File: src/rtl/core/sdes_pkg.sv
// Package: S-box tables and round helpers for the 12-bit simplified DES core.
`timescale 1ns / 1ps

package sdes_pkg;

  localparam int KEY_W   = 9;
  localparam int RKEY_W  = 8;
  localparam int HALF_W  = 6;
  localparam int BLOCK_W = 12;
  localparam int RC_W    = 4;

  typedef logic [BLOCK_W-1:0] block_t;
  typedef logic [HALF_W-1:0]  half_t;
  typedef logic [RKEY_W-1:0]  rkey_t;
  typedef logic [KEY_W-1:0]   mkey_t;
  typedef logic [RC_W-1:0]    rcount_t;

  // configuration register indexes
  localparam logic REG_MASTER_KEY  = 1'b0;
  localparam logic REG_ROUND_COUNT = 1'b1;

  localparam logic [2:0] SBOX_HI [16] = '{
    3'd5, 3'd2, 3'd1, 3'd6, 3'd3, 3'd4, 3'd7, 3'd0,
    3'd1, 3'd4, 3'd6, 3'd2, 3'd0, 3'd7, 3'd5, 3'd3
  };
  localparam logic [2:0] SBOX_LO [16] = '{
    3'd4, 3'd0, 3'd6, 3'd5, 3'd7, 3'd1, 3'd3, 3'd2,
    3'd5, 3'd3, 3'd0, 3'd7, 3'd6, 3'd2, 3'd1, 3'd4
  };

  // expansion in bit order 1 2 4 3 4 3 5 6 (bit 1 = MSB of the half)
  function automatic rkey_t expand6(input half_t r);
    return {r[5], r[4], r[2], r[3], r[2], r[3], r[1], r[0]};
  endfunction

  function automatic half_t round_fn(input half_t r, input rkey_t k);
    rkey_t x;
    x = expand6(r) ^ k;
    return {SBOX_HI[x[7:4]], SBOX_LO[x[3:0]]};
  endfunction

  // top 8 bits of the master key rotated left by idx (idx in 0..8)
  function automatic rkey_t round_key(input mkey_t k, input rcount_t idx);
    logic [2*KEY_W-1:0] d;
    d = {k, k} << idx;
    return d[2*KEY_W-1:KEY_W+1];
  endfunction

  function automatic block_t one_round(input block_t b, input rkey_t k);
    return {b[HALF_W-1:0], round_fn(b[HALF_W-1:0], k) ^ b[BLOCK_W-1:HALF_W]};
  endfunction

endpackage

File: src/rtl/core/simplified_des_cipher_core.sv
// Top level: pipelined 12-bit simplified DES cipher, one round per stage.
`timescale 1ns / 1ps

//  channel   | ports                              | beat contents
//  ----------+------------------------------------+-------------------------------
//  input     | in_tvalid/in_tready/in_tdata/tuser | tdata: block_in, tuser: mode
//  result    | out_tvalid/out_tready/out_tdata    | tdata: block_out
//  config    | cfg_we/cfg_index/cfg_wdata         | 0 master_key, 1 round_count
//
//  The pipeline is an input register, then one register per Feistel round.
//  Rounds at or beyond round_count pass the block through.
//  One beat per cycle enters while the output side is ready; each stage has
//  its own valid bit and takes a beat when it is empty or its successor moves,
//  so bubbles are squeezed and a stalled output still lets upstream fill.
//  Reset (rst_n, synchronous) clears valid bits, master_key=0, round_count=4.

module simplified_des_cipher_core
  import sdes_pkg::*;
#(
  parameter int MAX_ROUNDS = 9
) (
  input  logic        clk,
  input  logic        rst_n,
  input  logic        in_tvalid,
  output logic        in_tready,
  input  logic [15:0] in_tdata,   // [11:0] block_in, [15:12] zero
  input  logic [0:0]  in_tuser,   // [0] mode (0 encrypt, 1 decrypt)
  output logic        out_tvalid,
  input  logic        out_tready,
  output logic [15:0] out_tdata,  // [11:0] block_out, [15:12] zero
  input  logic        cfg_we,
  input  logic        cfg_index,
  input  logic [8:0]  cfg_wdata
);

  localparam rcount_t MAX_RC = RC_W'(MAX_ROUNDS);

  mkey_t   master_key_r;
  rcount_t round_count_r;

  // stage 0 holds the accepted beat; stage j+1 holds it after round j
  block_t blk_r  [MAX_ROUNDS+1];
  logic   mode_r [MAX_ROUNDS+1];
  logic   vld_r  [MAX_ROUNDS+1];
  logic   rdy    [MAX_ROUNDS+1];
  block_t blk_nxt[MAX_ROUNDS];

  // config: round counts above the maximum clamp to it
  always_ff @(posedge clk) begin
    if (!rst_n) begin
      master_key_r  <= '0;
      round_count_r <= 4'd4;
    end else if (cfg_we) begin
      unique case (cfg_index)
        REG_MASTER_KEY:  master_key_r <= cfg_wdata;
        REG_ROUND_COUNT: begin
          round_count_r <= (cfg_wdata[RC_W-1:0] > MAX_RC) ? MAX_RC : cfg_wdata[RC_W-1:0];
        end
        default: ;
      endcase
    end
  end

  // per-stage ready: empty, or the next stage moves this cycle
  always_comb begin
    rdy[MAX_ROUNDS] = !vld_r[MAX_ROUNDS] || out_tready;
    for (int j = MAX_ROUNDS - 1; j >= 0; j--) begin
      rdy[j] = !vld_r[j] || rdy[j+1];
    end
  end

  assign in_tready = rdy[0];

  // round logic: key order reverses for decrypt
  always_comb begin
    for (int j = 0; j < MAX_ROUNDS; j++) begin
      rcount_t idx;
      idx = mode_r[j] ? (round_count_r - RC_W'(1) - RC_W'(j)) : RC_W'(j);
      if (RC_W'(j) < round_count_r) begin
        blk_nxt[j] = one_round(blk_r[j], round_key(master_key_r, idx));
      end else begin
        blk_nxt[j] = blk_r[j];
      end
    end
  end

  always_ff @(posedge clk) begin
    if (!rst_n) begin
      for (int j = 0; j <= MAX_ROUNDS; j++) begin
        vld_r[j] <= 1'b0;
      end
    end else begin
      if (rdy[0]) begin
        vld_r[0] <= in_tvalid;
      end
      for (int j = 0; j < MAX_ROUNDS; j++) begin
        if (rdy[j+1]) begin
          vld_r[j+1] <= vld_r[j];
        end
      end
    end
  end

  always_ff @(posedge clk) begin
    if (rdy[0] && in_tvalid) begin
      blk_r[0]  <= in_tdata[BLOCK_W-1:0];
      mode_r[0] <= in_tuser[0];
    end
    for (int j = 0; j < MAX_ROUNDS; j++) begin
      if (rdy[j+1] && vld_r[j]) begin
        blk_r[j+1]  <= blk_nxt[j];
        mode_r[j+1] <= mode_r[j];
      end
    end
  end

  // final half swap is wiring on the last stage
  assign out_tvalid = vld_r[MAX_ROUNDS];
  assign out_tdata  = {4'b0000, blk_r[MAX_ROUNDS][HALF_W-1:0],
                       blk_r[MAX_ROUNDS][BLOCK_W-1:HALF_W]};

endmodule

File: config.mk
export PLATFORM = sky130hd
export DESIGN_NAME = simplified_des_cipher_core
export DESIGN_NICKNAME = d
export VERILOG_FILES = /design/src/rtl/core/sdes_pkg.sv /design/src/rtl/core/simplified_des_cipher_core.sv
export SDC_FILE = /design/constraint.sdc
export NUM_CORES = 1
export LEC_CHECK = 0
export ABC_AREA = 1
export ABC_CLOCK_PERIOD_IN_PS = 3100
export BUFFER_PORTS_ARGS = -buffer_cell sky130_fd_sc_hd__buf_2
export CORE_MARGIN = 8
export CORE_UTILIZATION = 55
export DETAILED_ROUTE_END_ITERATION = 16
export GPL_TIMING_DRIVEN = 0
export PLACE_DENSITY = 0.81
export SLEW_MARGIN = 10
export SYNTH_ARGS = -nofsm -noshare
export SYNTH_HDL_FRONTEND = slang
export SYNTH_SLANG_ARGS = --single-unit
File: constraint.sdc
create_clock -name clk -period 3.1 [get_ports clk]
set_input_delay 0.31 -clock clk [delete_from_list [all_inputs] [get_ports clk]]
set_output_delay 0.31 -clock clk [all_outputs]
set_load 0.01 [all_outputs]
==> flow_metrics.env <==
export IMPL_finalInstanceArea_mm2=0.0198
export IMPL_dp_cells=3195
export IMPL_critical_path_max_stage_delay_ps=420
export IMPL_final_cell_mix="nand2_1 (1237), nand3_1 (455), inv_1 (205)"
export IMPL_grt_max_degree=17
export IMPL_cpMaxStageDelayCell="ha_4"
export IMPL_overflow=0
export IMPL_cts_tree="done"
export IMPL_p_leak_nw=10.1
export IMPL_rows=62
export IMPL_cpMostUsedCell="nand2_2"
export IMPL_cts_sinks=152
export IMPL_numCtsBuffers=17
export IMPL_ir_worst_vdd_v=0.000436
export IMPL_setup_viol=3
export IMPL_syn_to_final_growth_pct=22.6
export IMPL_min_period_over_period=1.01
export IMPL_initial_core_util=0.560
export IMPL_wire_per_inst_um=16.3
export IMPL_clk_pin_slew_worst_paths_ps=70
export IMPL_rsz0062_at_grt="true"
export IMPL_ant_nets=0
export IMPL_die_h_um=187
export IMPL_clock_latency_ps=460
export IMPL_synthCells=2767
export IMPL_finClkSkew_ps=15.7
export IMPL_reg2reg_to="blk_r[6][0]"
export IMPL_synth_top_cell_area_share=0.325
export IMPL_arrival_ps=3330
export IMPL_cts_root_buf="clkbuf_16"
export IMPL_wirelength_mm=53.9
export IMPL_end_kind="flip-flop"
export IMPL_hold_violations=0
export IMPL_cp_max_fo=7
export IMPL_path_cells="inv_1 -> ha_4 -> inv_8 -> nand2_8 -> nand2_8 -> nor2_4 -> buf_6 -> nand2_2 -> nand2_2 -> nand2_2 -> nand2_2 -> nand2_4 -> nand2_2 -> nand2_2 -> nand2_4 -> inv_4 -> ha_4 -> inv_1 -> nand2_1 -> nand3_2 -> nand3_1 -> nand3_1 -> nand2_1"
export IMPL_fmax_ghz=0.319
export IMPL_yosys_warnings=0
export IMPL_placed_area_mm2=0.0168
export IMPL_final_max_slew_viol_count=0
export IMPL_grt_first_pass_wirelength_mm=81.5
export IMPL_htreeDepth=4
export IMPL_violations="negative setup slack"
export IMPL_hold_buffers=0
export IMPL_place_hpwl_mm=37.5
export IMPL_synthTopCellsByArea="nand2_1 (32%), edfxtp_1 (26%), nand3_1 (17%), ha_1 (5.6%), inv_1 (5.3%)"
export IMPL_synth_area_per_cell_um2=5.83
export IMPL_instances_no_fill=3301
export IMPL_maxCapViolations=0
export IMPL_critPathTopFamily="simple AND/OR/NAND/NOR gates"
export IMPL_syn_area_mm2=0.0161
export IMPL_drc=0
export IMPL_fin_crit_ps=3140
export IMPL_gp_congestion=0.957
export IMPL_drive_gt1_frac=0.197
export IMPL_clock_path_buffers=2
export IMPL_critPathCapture="blk_r[6][0]"
export IMPL_rrSetupSlack_ps=-40
export IMPL_start_kind="flip-flop"
export IMPL_critPathLaunch="round_count_r[1]"
export IMPL_avgViaCountPerCell=5.79
export IMPL_power_density_mw_per_mm2=425
export IMPL_cp_depth=23
export IMPL_vias=19129
export IMPL_coreArea_mm2=0.0288
export IMPL_total_power_mw=8.41
export IMPL_worstHoldPathType="in -> reg"
export IMPL_grt_pass1_vias=16931
export IMPL_critPathKind="reg -> reg"
export IMPL_grt_use_total=0.279
export IMPL_io_pins=50
export IMPL_reg2reg_depth=23
export IMPL_layout_commonest_cell="nand2_1"
export IMPL_portBuffers=41
export IMPL_crit_buf_inv=5
export IMPL_layout_nets=3008
export IMPL_hold_start="in_tdata[5]"
export IMPL_ys_types=34
export IMPL_run_status="finished with violations"
export IMPL_yosys_area_top_type="nand2_1"
export IMPL_tightestPinTransition_ps=1230
export IMPL_first_iter_violations=1974
export IMPL_ys_ff_latch=152
export IMPL_seq_area_frac_synth=0.275
export IMPL_dieArea_mm2=0.0350
export IMPL_setup_slack_ps=-36.2
export IMPL_hold_ws_ps=21.6
export IMPL_required_ps=3290
export IMPL_r2r_start="round_count_r[1]"
export IMPL_drt_pass1_iterations=6
export IMPL_relSlewSlack=0.174
export IMPL_antenna_found_initial=0
export IMPL_diodes=0
export IMPL_dieWidth_um=187
==> how the worst min path moves through the flow <==
stage,end,slack (ps),depth (start not counted)
after detailed placement,mode_r[4],430,0
after global routing,blk_r[0][11],10,1
after global placement,mode_r[4],430,0
after CTS,blk_r[0][10],20,1
final,blk_r[0][5],20,1
after floorplan,blk_r[0][0],410,0
==> where the power goes <==
part / internal (mW) / switching (mW) / leakage (nW)
sequential: 2.36 / 0.0871 / 1.41
combinational: 1.41 / 2.58 / 8.42
clock: 1.08 / 0.895 / 0.275
total: 4.85 / 3.56 / 10.1
==> flip-flops by register name (all words and copies together), names as in the netlist <==
| name | count |
|---|---|
| mode_r | 9 |
| round_count_r | 4 |
| vld_r | 10 |
| master_key_r | 9 |
| blk_r | 120 |
==> synthesized netlist by cell type <==
library cell	number
a211oi_1	1
a21boi_0	1
a21oi_1	19
a31oi_1	1
buf_1	2
buf_2	38
buf_4	9
buf_6	3
clkbuf_1	38
clkinv_1	8
conb_1	1
dfxtp_1	13
edfxtp_1	139
ha_1	72
inv_1	226
inv_2	14
nand2_1	1394
nand2_2	10
nand2_4	1
nand3_1	541
nand3_2	1
nand3b_1	15
nand4_1	3
nor2_1	41
nor2_2	11
nor2_4	2
nor3_1	6
o211ai_1	5
o21ai_0	103
o21ai_1	30
o22ai_1	3
or2_1	1
xnor2_1	4
xor2_1	11
==> routing by layer <==
metal	global-route usage	vias up	part of all wire
met1	0.343	8685	0.41
met5	0	-	0
met4	0.139	0	0.055
met3	0.0419	252	0.072
li1	-	9195	-
met2	0.471	997	0.47
==> through the flow <==
stage	util	TNS (ps)	setup slack (ps)
2_1_floorplan	-	0	41.7
3_3_place_gp	0.585	-26190	-672
3_5_place_dp	0.585	-28020	-735
4_1_cts	0.630	0	1.28
5_1_grt	0.687	-2620	-145
6_report	0.687	-84.5	-36.2
==> cells by family after synthesis <==
family / share of synthesized area
xor+xnor: 0.00815
simple gates: 0.523
buf+inv: 0.0852
flops: 0.275
compound gates: 0.0520
fa+ha+maj: 0.0559
other cells: 0.000233
==> final cells by class <==
class                      instances  area (µm²)
tap                              384         480
clock inverter                    10        68.8
clock buffer                      22         468
inverter                         248         971
timing repair inverter             1        7.51
multi-input combinational       2281       11900
fill                            2427        9020
timing repair buffer             119         862
sequential                       152        4440
buffer                            84         586
==> timing repair <==
action | 4_1_cts | 5_1_grt
endpoints found under the setup margin | 54 | 50
buffers inserted | 31 | 40
pin swaps | 30 | 114
cloned | 5 | 4
gates resized for setup | 138 | 363
Note: power is estimated with default switching activity, not from simulation.
